==> src/hidbp_pkg.sv <==
`timescale 1ns / 1ps
// hidbp_pkg: types and fixed codes shared by the HID boot descriptor parser.
// No dependencies.
package hidbp_pkg;

  // Descriptor type codes and HID boot interface codes
  localparam logic [7:0] DescTypeInterface = 8'h04;
  localparam logic [7:0] DescTypeEndpoint  = 8'h05;
  localparam logic [7:0] ClassHid          = 8'h03;
  localparam logic [7:0] SubclassBoot      = 8'h01;
  localparam logic [1:0] ProtoKeyboard     = 2'd1;
  localparam logic [1:0] ProtoMouse        = 2'd2;
  localparam logic [1:0] ProtoReset        = ProtoMouse;

  // Byte offsets inside the configuration descriptor header
  localparam int OffTotalLo  = 2;
  localparam int OffTotalHi  = 3;
  localparam int OffFirstChk = 4;
  localparam int OffConfig   = 5;

  // Byte positions inside interface and endpoint descriptors
  localparam logic [7:0] IdxIfNumber  = 8'd2;
  localparam logic [7:0] IdxIfClass   = 8'd5;
  localparam logic [7:0] IdxIfSub     = 8'd6;
  localparam logic [7:0] IdxIfProto   = 8'd7;
  localparam logic [7:0] IdxEpAddr    = 8'd2;
  localparam logic [7:0] IdxEpAttr    = 8'd3;
  localparam logic [7:0] IdxEpMpsLo   = 8'd4;
  localparam logic [7:0] IdxEpMpsHi   = 8'd5;
  localparam logic [7:0] IdxEpIntv    = 8'd6;

  localparam logic [2:0] MatchAll = 3'b111;

  typedef struct packed {
    logic [7:0] data_byte;
    logic       first_byte;
    logic       final_byte;
  } item_t;

  typedef struct packed {
    logic        found;
    logic [1:0]  device_class;
    logic [7:0]  config_value;
    logic [7:0]  interface_number;
    logic [7:0]  endpoint_address;
    logic [7:0]  endpoint_attributes;
    logic [15:0] max_packet_size;
    logic [7:0]  poll_interval;
  } result_t;

endpackage

==> src/hidbp_in_reg.sv <==
`timescale 1ns / 1ps
// hidbp_in_reg: input register of the parser; holds one byte transfer.
// Depends on hidbp_pkg.
module hidbp_in_reg (
  input  logic              clk_i,
  input  logic              rst_ni,
  input  logic              in_valid_i,
  output logic              in_stall_o,
  input  hidbp_pkg::item_t  item_i,
  input  logic              advance_i,
  output logic              valid_o,
  output hidbp_pkg::item_t  item_o
);

  logic             valid_q, valid_d;
  hidbp_pkg::item_t item_q;
  logic             load;

  assign in_stall_o = valid_q && !advance_i;
  assign load       = in_valid_i && !in_stall_o;

  always_comb begin
    valid_d = valid_q;
    if (load) begin
      valid_d = 1'b1;
    end else if (advance_i) begin
      valid_d = 1'b0;
    end
  end

  always_ff @(posedge clk_i or negedge rst_ni) begin
    if (!rst_ni) begin
      valid_q <= 1'b0;
    end else begin
      valid_q <= valid_d;
    end
  end

  always_ff @(posedge clk_i) begin
    if (load) begin
      item_q <= item_i;
    end
  end

  assign valid_o = valid_q;
  assign item_o  = item_q;

endmodule

==> src/hidbp_core.sv <==
`timescale 1ns / 1ps
// hidbp_core: parse state and per-byte decode of the descriptor set.
// Depends on hidbp_pkg.
module hidbp_core #(
  parameter int BUFFER_BYTES = 256
) (
  input  logic               clk_i,
  input  logic               rst_ni,
  input  logic               cfg_we_i,
  input  logic [1:0]         cfg_wdata_i,
  input  hidbp_pkg::item_t   item_i,
  input  logic               commit_i,
  output logic               has_result_o,
  output hidbp_pkg::result_t result_o
);

  localparam int OW = $clog2(BUFFER_BYTES + 1);
  localparam logic [OW-1:0] BufLen = OW'(BUFFER_BYTES);
  localparam logic [15:0]   BufW   = 16'(BUFFER_BYTES);

  logic [1:0]    proto_q;
  logic [OW-1:0] off_q, off_d;
  logic [OW-1:0] tl_q, tl_d;
  logic [7:0]    lo_q, lo_d;
  logic [7:0]    idx_q, idx_d;
  logic [7:0]    len_q, len_d;
  logic [7:0]    type_q, type_d;
  logic [2:0]    cm_q, cm_d;
  logic          im_q, im_d;
  logic          done_q, done_d;
  logic [7:0]    cfg_q, cfg_d;
  logic [7:0]    if_q, if_d;
  logic [7:0]    ep_addr_q, ep_addr_d;
  logic [7:0]    ep_attr_q, ep_attr_d;
  logic [15:0]   ep_mps_q, ep_mps_d;
  logic [7:0]    ep_intv_q, ep_intv_d;

  always_comb begin
    logic [7:0]  b;
    logic [15:0] raw;
    logic [8:0]  idx_inc;
    logic        res;
    logic        hit;

    b   = item_i.data_byte;
    res = 1'b0;
    hit = 1'b0;
    raw = {b, lo_q};

    // start from a fresh parse on the first byte of a set
    if (item_i.first_byte) begin
      off_d = '0;  tl_d = BufLen; lo_d = '0;  idx_d = '0;  len_d = '0;
      type_d = '0; cm_d = '0;     im_d = 1'b0; done_d = 1'b0;
      cfg_d = '0;  if_d = '0;     ep_addr_d = '0; ep_attr_d = '0;
      ep_mps_d = '0; ep_intv_d = '0;
    end else begin
      off_d = off_q;  tl_d = tl_q;  lo_d = lo_q;  idx_d = idx_q;  len_d = len_q;
      type_d = type_q; cm_d = cm_q; im_d = im_q; done_d = done_q;
      cfg_d = cfg_q;  if_d = if_q;  ep_addr_d = ep_addr_q; ep_attr_d = ep_attr_q;
      ep_mps_d = ep_mps_q; ep_intv_d = ep_intv_q;
    end
    raw = {b, lo_d};
    idx_inc = {1'b0, idx_d} + 9'd1;

    if (!done_d) begin
      if (off_d >= BufLen) begin
        res = 1'b1;
      end else begin
        if (off_d == OW'(hidbp_pkg::OffTotalLo)) begin
          lo_d = b;
        end else if (off_d == OW'(hidbp_pkg::OffTotalHi)) begin
          tl_d = (raw > BufW) ? BufLen : raw[OW-1:0];
        end else if (off_d == OW'(hidbp_pkg::OffConfig)) begin
          cfg_d = b;
        end

        if (idx_d == 8'd0) begin
          if ((off_d >= OW'(hidbp_pkg::OffFirstChk) && off_d >= tl_d) || b == 8'd0) begin
            res = 1'b1;
          end else begin
            len_d  = b;
            type_d = '0;
            cm_d   = '0;
          end
        end else if (idx_d == 8'd1) begin
          type_d = b;
        end else if (type_d == hidbp_pkg::DescTypeInterface && !im_d) begin
          if (idx_d == hidbp_pkg::IdxIfNumber) begin
            if_d = b;
          end else if (idx_d == hidbp_pkg::IdxIfClass) begin
            if (b == hidbp_pkg::ClassHid) cm_d[0] = 1'b1;
          end else if (idx_d == hidbp_pkg::IdxIfSub) begin
            if (b == hidbp_pkg::SubclassBoot) cm_d[1] = 1'b1;
          end else if (idx_d == hidbp_pkg::IdxIfProto) begin
            if (b == {6'd0, proto_q} &&
                (b == {6'd0, hidbp_pkg::ProtoKeyboard} || b == {6'd0, hidbp_pkg::ProtoMouse}))
              cm_d[2] = 1'b1;
            if (cm_d == hidbp_pkg::MatchAll) im_d = 1'b1;
          end
        end else if (type_d == hidbp_pkg::DescTypeEndpoint && im_d) begin
          if (idx_d == hidbp_pkg::IdxEpAddr) begin
            ep_addr_d = b;
          end else if (idx_d == hidbp_pkg::IdxEpAttr) begin
            ep_attr_d = b;
          end else if (idx_d == hidbp_pkg::IdxEpMpsLo) begin
            ep_mps_d[7:0] = b;
          end else if (idx_d == hidbp_pkg::IdxEpMpsHi) begin
            ep_mps_d[15:8] = b;
          end else if (idx_d == hidbp_pkg::IdxEpIntv) begin
            ep_intv_d = b;
            hit       = 1'b1;
            res       = 1'b1;
          end
        end

        // descriptors starting in the header must fit the total length;
        // at this offset the descriptor index is at most three
        if (!res && off_d == OW'(hidbp_pkg::OffTotalHi) &&
            tl_d <= OW'(2'd3 - idx_d[1:0])) begin
          res = 1'b1;
        end

        if (!res) begin
          idx_d = (idx_inc >= {1'b0, len_d}) ? 8'd0 : idx_inc[7:0];
          off_d = off_d + OW'(1);
          if (item_i.final_byte) res = 1'b1;
        end
      end
    end

    if (res) done_d = 1'b1;

    has_result_o = res;
    result_o     = '0;
    if (hit) begin
      result_o.found               = 1'b1;
      result_o.device_class        = proto_q;
      result_o.config_value        = cfg_d;
      result_o.interface_number    = if_d;
      result_o.endpoint_address    = ep_addr_d;
      result_o.endpoint_attributes = ep_attr_d;
      result_o.max_packet_size     = ep_mps_d;
      result_o.poll_interval       = ep_intv_d;
    end
  end

  always_ff @(posedge clk_i or negedge rst_ni) begin
    if (!rst_ni) begin
      proto_q <= hidbp_pkg::ProtoReset;
    end else if (cfg_we_i) begin
      proto_q <= cfg_wdata_i;
    end
  end

  always_ff @(posedge clk_i or negedge rst_ni) begin
    if (!rst_ni) begin
      off_q     <= '0;
      tl_q      <= BufLen;
      lo_q      <= '0;
      idx_q     <= '0;
      len_q     <= '0;
      type_q    <= '0;
      cm_q      <= '0;
      im_q      <= 1'b0;
      done_q    <= 1'b0;
      cfg_q     <= '0;
      if_q      <= '0;
      ep_addr_q <= '0;
      ep_attr_q <= '0;
      ep_mps_q  <= '0;
      ep_intv_q <= '0;
    end else if (commit_i) begin
      off_q     <= off_d;
      tl_q      <= tl_d;
      lo_q      <= lo_d;
      idx_q     <= idx_d;
      len_q     <= len_d;
      type_q    <= type_d;
      cm_q      <= cm_d;
      im_q      <= im_d;
      done_q    <= done_d;
      cfg_q     <= cfg_d;
      if_q      <= if_d;
      ep_addr_q <= ep_addr_d;
      ep_attr_q <= ep_attr_d;
      ep_mps_q  <= ep_mps_d;
      ep_intv_q <= ep_intv_d;
    end
  end

  a_done_after_result : assert property (@(posedge clk_i) disable iff (!rst_ni)
    commit_i && has_result_o |=> done_q)
    else $error("parse not closed after a result");

  a_found_class : assert property (@(posedge clk_i) disable iff (!rst_ni)
    has_result_o && result_o.found |->
      (result_o.device_class == hidbp_pkg::ProtoKeyboard ||
       result_o.device_class == hidbp_pkg::ProtoMouse))
    else $error("found result with no boot protocol");

  a_found_needs_iface : assert property (@(posedge clk_i) disable iff (!rst_ni)
    has_result_o && result_o.found |-> im_q && !item_i.first_byte)
    else $error("endpoint reported without a matched interface");

  a_offset_bound : assert property (@(posedge clk_i) disable iff (!rst_ni)
    off_q <= BufLen && tl_q <= BufLen)
    else $error("offset or total length beyond buffer");

  a_done_quiet : assert property (@(posedge clk_i) disable iff (!rst_ni)
    done_q && !item_i.first_byte |-> !has_result_o)
    else $error("result after parse closed");

endmodule

==> src/hidbp_out_reg.sv <==
`timescale 1ns / 1ps
// hidbp_out_reg: result register holding one result transfer until taken.
// Depends on hidbp_pkg.
module hidbp_out_reg (
  input  logic               clk_i,
  input  logic               rst_ni,
  input  logic               push_i,
  input  hidbp_pkg::result_t result_i,
  output logic               ready_o,
  output logic               out_valid_o,
  input  logic               out_stall_i,
  output hidbp_pkg::result_t result_o
);

  logic               valid_q, valid_d;
  hidbp_pkg::result_t result_q;

  assign ready_o = !valid_q || !out_stall_i;

  always_comb begin
    valid_d = valid_q && out_stall_i;
    if (push_i) begin
      valid_d = 1'b1;
    end
  end

  always_ff @(posedge clk_i or negedge rst_ni) begin
    if (!rst_ni) begin
      valid_q <= 1'b0;
    end else begin
      valid_q <= valid_d;
    end
  end

  always_ff @(posedge clk_i) begin
    if (push_i) begin
      result_q <= result_i;
    end
  end

  assign out_valid_o = valid_q;
  assign result_o    = result_q;

endmodule

==> src/usb_hid_boot_descriptor_parser.sv <==
`timescale 1ns / 1ps
// usb_hid_boot_descriptor_parser: top level of the HID boot descriptor parser.
// Depends on hidbp_pkg, hidbp_in_reg, hidbp_core, hidbp_out_reg.
//
//   channel  direction  handshake                payload
//   in       input      in_valid_i / in_stall_o  data_byte_i, first_byte_i, final_byte_i
//   out      output     out_valid_o / out_stall_i found_o .. poll_interval_o
//   cfg      input      cfg_we_i                 cfg_wdata_i (wanted protocol)
//
// One byte per cycle while in_stall_o is low; a result is held in the result register.
// The input register decodes into the result register in a single pass.
// Reset clears the parse to offset 0 and sets the wanted protocol to mouse.
// A stalled result holds the input side only when the next byte makes a result.
module usb_hid_boot_descriptor_parser #(
  parameter int BUFFER_BYTES = 256
) (
  input  logic        clk_i,
  input  logic        rst_ni,
  input  logic        in_valid_i,
  output logic        in_stall_o,
  input  logic [7:0]  data_byte_i,
  input  logic        first_byte_i,
  input  logic        final_byte_i,
  input  logic        cfg_we_i,
  input  logic [1:0]  cfg_wdata_i,
  output logic        out_valid_o,
  input  logic        out_stall_i,
  output logic        found_o,
  output logic [1:0]  device_class_o,
  output logic [7:0]  config_value_o,
  output logic [7:0]  interface_number_o,
  output logic [7:0]  endpoint_address_o,
  output logic [7:0]  endpoint_attributes_o,
  output logic [15:0] max_packet_size_o,
  output logic [7:0]  poll_interval_o
);

  hidbp_pkg::item_t   in_item, held_item;
  hidbp_pkg::result_t core_result, out_result;
  logic               held_valid;
  logic               has_result;
  logic               out_ready;
  logic               advance;

  assign in_item.data_byte  = data_byte_i;
  assign in_item.first_byte = first_byte_i;
  assign in_item.final_byte = final_byte_i;

  // advance a held byte unless its result has nowhere to go
  assign advance = held_valid && (!has_result || out_ready);

  hidbp_in_reg u_in_reg (
    .clk_i      (clk_i),
    .rst_ni     (rst_ni),
    .in_valid_i (in_valid_i),
    .in_stall_o (in_stall_o),
    .item_i     (in_item),
    .advance_i  (advance),
    .valid_o    (held_valid),
    .item_o     (held_item)
  );

  hidbp_core #(
    .BUFFER_BYTES (BUFFER_BYTES)
  ) u_core (
    .clk_i        (clk_i),
    .rst_ni       (rst_ni),
    .cfg_we_i     (cfg_we_i),
    .cfg_wdata_i  (cfg_wdata_i),
    .item_i       (held_item),
    .commit_i     (advance),
    .has_result_o (has_result),
    .result_o     (core_result)
  );

  hidbp_out_reg u_out_reg (
    .clk_i       (clk_i),
    .rst_ni      (rst_ni),
    .push_i      (advance && has_result),
    .result_i    (core_result),
    .ready_o     (out_ready),
    .out_valid_o (out_valid_o),
    .out_stall_i (out_stall_i),
    .result_o    (out_result)
  );

  assign found_o               = out_result.found;
  assign device_class_o        = out_result.device_class;
  assign config_value_o        = out_result.config_value;
  assign interface_number_o    = out_result.interface_number;
  assign endpoint_address_o    = out_result.endpoint_address;
  assign endpoint_attributes_o = out_result.endpoint_attributes;
  assign max_packet_size_o     = out_result.max_packet_size;
  assign poll_interval_o       = out_result.poll_interval;

endmodule
==> config.mk <==
export PLATFORM = sky130hd
export DESIGN_NAME = usb_hid_boot_descriptor_parser
export DESIGN_NICKNAME = d
export VERILOG_FILES = /design/src/hidbp_pkg.sv /design/src/hidbp_in_reg.sv /design/src/hidbp_core.sv /design/src/hidbp_out_reg.sv /design/src/usb_hid_boot_descriptor_parser.sv
export SDC_FILE = /design/constraint.sdc
export NUM_CORES = 1
export LEC_CHECK = 0
export BUFFER_PORTS_ARGS = -buffer_cell sky130_fd_sc_hd__buf_2
export CAP_MARGIN = 0
export CORE_MARGIN = 1
export CORE_UTILIZATION = 55
export DETAILED_ROUTE_END_ITERATION = 16
export PLACE_DENSITY = 0.73
export SLEW_MARGIN = 15
export SYNTH_ARGS = -nofsm -noshare
export SYNTH_HDL_FRONTEND = slang
export SYNTH_SLANG_ARGS = --single-unit
==> constraint.sdc <==
create_clock -name clk_i -period 7.8 [get_ports clk_i]
set_input_delay 0.78 -clock clk_i [delete_from_list [all_inputs] [get_ports clk_i]]
set_output_delay 0.78 -clock clk_i [all_outputs]
set_load 0.05 [all_outputs]
==> impl.org <==
** Outcome
- The run finished with clean final reports.

** Finish
- Cells fill 63.8% of the core in the end.
- For this run, the post-layout net count is approximately 940.
- In the layout the commonest cells are sky130_fd_sc_hd__dfrtp_1, sky130_fd_sc_hd__buf_2, sky130_fd_sc_hd__nor2_1, sky130_fd_sc_hd__a21oi_1, sky130_fd_sc_hd__a22o_1.
- Relative to the synthesized area, the layout overhead comes to 13.2%.
- The library cell used most frequently in the layout, excluding fill and tap cells, is sky130_fd_sc_hd__dfrtp_1.
- Of the cells placed in the final design, the portion with a size suffix greater than 1 is roughly 17%.
- Number of fillers in the final layout :: 1238
- Flip-flop and latch area :: between 0.004 and 0.005 sq mm
- Area of combinational cells with multiple inputs :: between 0.003 and 0.004 sq mm
- 0 antenna diodes ended up in the layout.
- Final instance area :: ~0.010 sq mm

** Clock tree
- The H-tree was split into 4 levels.
- CTS saw 176 sinks.
- Clock transition at the registers of the reported paths :: ~70 ps
- Gates resized during post-CTS repair numbered 0.
- Longest Clk Path Bufs :: 2
- Buffer count from post-CTS setup fixing :: 0
- Skew-Pair Late Insertion Delay :: around 440 ps
- Clock tree synthesis selected as its root buffer the cell sky130_fd_sc_hd__clkbuf_16.
- The number of hold buffers added after CTS was 0.
- Number of buffers inserted during clock tree synthesis :: 17
- TritonCTS built the clock tree.

** Global route
- Number of global-route vias before repair :: approximately 6700
- Initial antenna violation count :: 0
- Global-route wire length before repair :: approximately 35000 um
- Entering global routing, the biggest net connects 85 pins.
- Global routing used between 20% and 30% of the available tracks.
- The total overflow left after global routing is 0.

** Detailed routing
- After detailed routing, the total wire length is about 22000 um.
- DRC violations left :: 0
- Met1 Routed Length :: 9360 um
- Met2 WL :: approximately 11000 um
- Post-DR wirelength/cell :: slightly below 20 um
- Highest routed metal layer :: met4
- In the detailed route, the total length drawn on met3 is about 1200 um.
- Drt first pass iters :: 6
- 1st-iter DRT viols :: around 660
- In this run the remaining antenna-violating nets after routing total 0.
- DR vias :: between 6000 and 7000
- Using the TritonRoute via totals, the vias-per-cell ratio works out to between 6 and 7.

** STA
- Total count of max-transition violations in the final report :: 0
- Hold timing on the final database bottoms out at a slack of 236 ps.
- Setup repair after global routing left no endpoint under its margin.
- The worst path needs slightly above 6000 ps of the cycle, external delays included.
- Worst Tran Pin Value :: ~1100 ps
- Dividing the final minimum period by the clock period gives between 70% and 80%.
- Worst rel slew slack :: 23.2%
- Final-layout setup total negative slack :: 0 ps
- The final count of hold timing violations was 0.
- Timing would allow up to 0.161 GHz.
- Setup violations remaining at the end of the flow were counted as 0.
- Once routing completed, OpenROAD measured the worst setup slack at ~1600 ps.
- Clock Skew :: about 15 ps

** Floorplan
- Number of cell rows :: 46
- Pin placement for this block handled slightly below 80 I/O pins.
- Initial standard-cell utilization of the core :: 56.3%
- Core box area :: roughly 0.016 sq mm
- From bottom edge to top edge, the die measures between 100 and 150 um.
- Die extent in x :: 129 um
- The die covers approximately 0.017 sq mm.

** Place
- Port buffering added 77 buffers.
- HPWL Detailed :: between 10000 and 15000 um
- Timing analysis after detailed placement gives a worst setup slack of around 1400 ps.
- Weighted congestion at the end of routability-driven global placement :: approximately 0.90
- In this run the cell area measured after placement is approximately 0.0095 sq mm.

** Power and ir drop
- Power density normalized to cell area :: about 240 mW/mm^2
- IR analysis of the VDD net gives a maximum drop of ~0.16 mV.
- Leakage power :: a little over 4 nW

** Setup path
- At the worst endpoint, the required time is 8180 ps.
- The worst setup path is captured at a flop.
- Measured in cells, the most critical reg-to-reg path has a length of 27.
- The worst setup path is launched from a flop.
- Largest fanout on the critical path :: 26
- Setup CP Type :: flop to flop
- STA puts the critical path data arrival time at approximately 6600 ps.

** Synth
- Net Count, Synth :: between 800 and 900
- Number of enable-type register cells in the synthesized netlist :: 69
- Synthesized cell area :: around 0.009 sq mm
- Synth async-reset ratio :: just over 60%
- Share of synthesized area occupied by flip-flops and latches :: 53.3%
- Number of synthesized register bits :: between 150 and 200
- Average instance area after synthesis :: ~11 sq um
- Top flip-flop cell by instance count after synthesis :: sky130_fd_sc_hd__dfrtp_1
- The netlist uses 64 different library cells.
- Synthesized netlist cell count :: 841
- For this run, the number of Yosys warnings is 0.

** Min path
- Hold WC Path Type :: primary input to async pin

** Run
- Across the run, the number of max-cap violations was 0.
## cell type report
cell class / instances / area share [%]
Tap cell: 216 / 2.68
Clock buffer: 18 / 4.25
Multi-Input combinational cell: 588 / 38.3
Inverter: 17 / 0.632
Sequential cell: 176 / 47.1
Clock inverter: 14 / 2.02
Timing Repair Buffer: 93 / 5.07
## path summary, 6_finish.rpt
kind	slack, ps	endpoint	startpoint
setup / recovery	1570	u_core.idx_q[5]	u_in_reg.item_o[1]
hold / removal	240	u_core.off_q[7]	rst_ni
setup reg to reg	1570	u_core.idx_q[5]	u_in_reg.item_o[1]
hold reg to reg	480	u_core.tl_q[5]	u_core.tl_q[5]
max in group asynchronous	6460	u_core.ep_addr_q[3]	rst_ni
min in group clk_i	480	u_core.tl_q[5]	u_core.tl_q[5]
## registers in the layout, indices dropped and copies added, names as in the netlist
name and cells:
u_out_reg.result_o 59, u_core.ep_mps_q 16, u_in_reg.item_o 10, u_core.off_q 9
u_core.tl_q 9, u_core.cfg_q 8, u_core.ep_addr_q 8, u_core.ep_attr_q 8
u_core.idx_q 8, u_core.if_q 8, u_core.len_q 8, u_core.lo_q 8
u_core.type_q 8, u_core.cm_q 3, u_core.proto_q 2, u_core.done_q 1
u_core.im_q 1, u_in_reg.valid_o 1, u_out_reg.out_valid_o 1
## report_power, final
group	internal [mW]	total, mW	switching, mW	leakage [nW]
clock network	0.544	0.918	0.374	0.314
registers	1.02	1.06	0.0361	2.08
logic	0.114	0.399	0.285	1.71
total	1.68	2.37	0.695	4.11
## worst max-delay path: stages (launching register included)
cell and delay [ps]:
sky130_fd_sc_hd__edfxtp_1 330, sky130_fd_sc_hd__buf_4 270, sky130_fd_sc_hd__inv_1 90, sky130_fd_sc_hd__nand2_1 110, sky130_fd_sc_hd__inv_1 80, sky130_fd_sc_hd__ha_1 250
sky130_fd_sc_hd__nor2b_1 160, sky130_fd_sc_hd__a41oi_1 600, sky130_fd_sc_hd__inv_1 150, sky130_fd_sc_hd__o22ai_1 240, sky130_fd_sc_hd__ha_1 290, sky130_fd_sc_hd__and4_1 230
sky130_fd_sc_hd__nand3_1 110, sky130_fd_sc_hd__o221a_2 190, sky130_fd_sc_hd__o211ai_1 170, sky130_fd_sc_hd__a21oi_2 620, sky130_fd_sc_hd__o21ai_0 210, sky130_fd_sc_hd__ha_1 300
sky130_fd_sc_hd__nand2b_1 150, sky130_fd_sc_hd__a21oi_1 160, sky130_fd_sc_hd__nor2b_1 60, sky130_fd_sc_hd__o21ai_0 140, sky130_fd_sc_hd__a21oi_1 80, sky130_fd_sc_hd__o41ai_1 350
sky130_fd_sc_hd__buf_4 220, sky130_fd_sc_hd__and3_1 270, sky130_fd_sc_hd__nor3b_1 220, sky130_fd_sc_hd__a21o_1 120
## per-stage QoR
stage | instances | power [mW]
global placement | 1090 | 1.46
detailed placement | 1090 | 1.47
CTS | 1122 | 2.38
floorplan | 841 | 1.36
global route | 1122 | 2.47
finish | 1122 | 2.37
## cell families after synthesis
group                    count (synthesis)  share of synthesized area, %
AO/OA/AOI/OAI                          249                          20.3
XOR/XNOR                                 5                         0.491
adder cells (fa/ha/maj)                 25                          3.51
buffers and inverters                   77                          3.56
flip-flops                             176                          53.3
AND/OR/NAND/NOR                        309                          18.8
## metal layers
metal  global-route usage, %  vias to the layer above
met5                       0                        -
met4                    10.2                        0
met3                    5.41                       37
met2                    46.1                      272
met1                    35.4                     3427
li1                        -                     3225
## Yosys cell counts, drive strengths merged, types with 4 or more instances
master  count  area share [%]
nor2       76             3.2
nor4       12             1.2
edfxtp     69              23
nand2b      5            0.35
a21o       14             1.2
and2       17             1.2
a221o       4            0.45
a41oi       5             1.0
nor2b      15             1.1
buf        14            0.91
a211oi      8            0.67
dfrtp     105              29
and3       10            0.70
nand2      65             2.8
nor3        9            0.62
nand3      28             1.6
clkbuf     46             1.9
or2         5            0.35
nand4       5            0.42
nor3b      52             4.4
a22oi      12             1.0
a22o       70             6.9
o21ai      42             2.9
a21oi      72             4.0
inv        17            0.72
ha         25             3.5
Note: power is estimated with default switching activity, not from simulation.
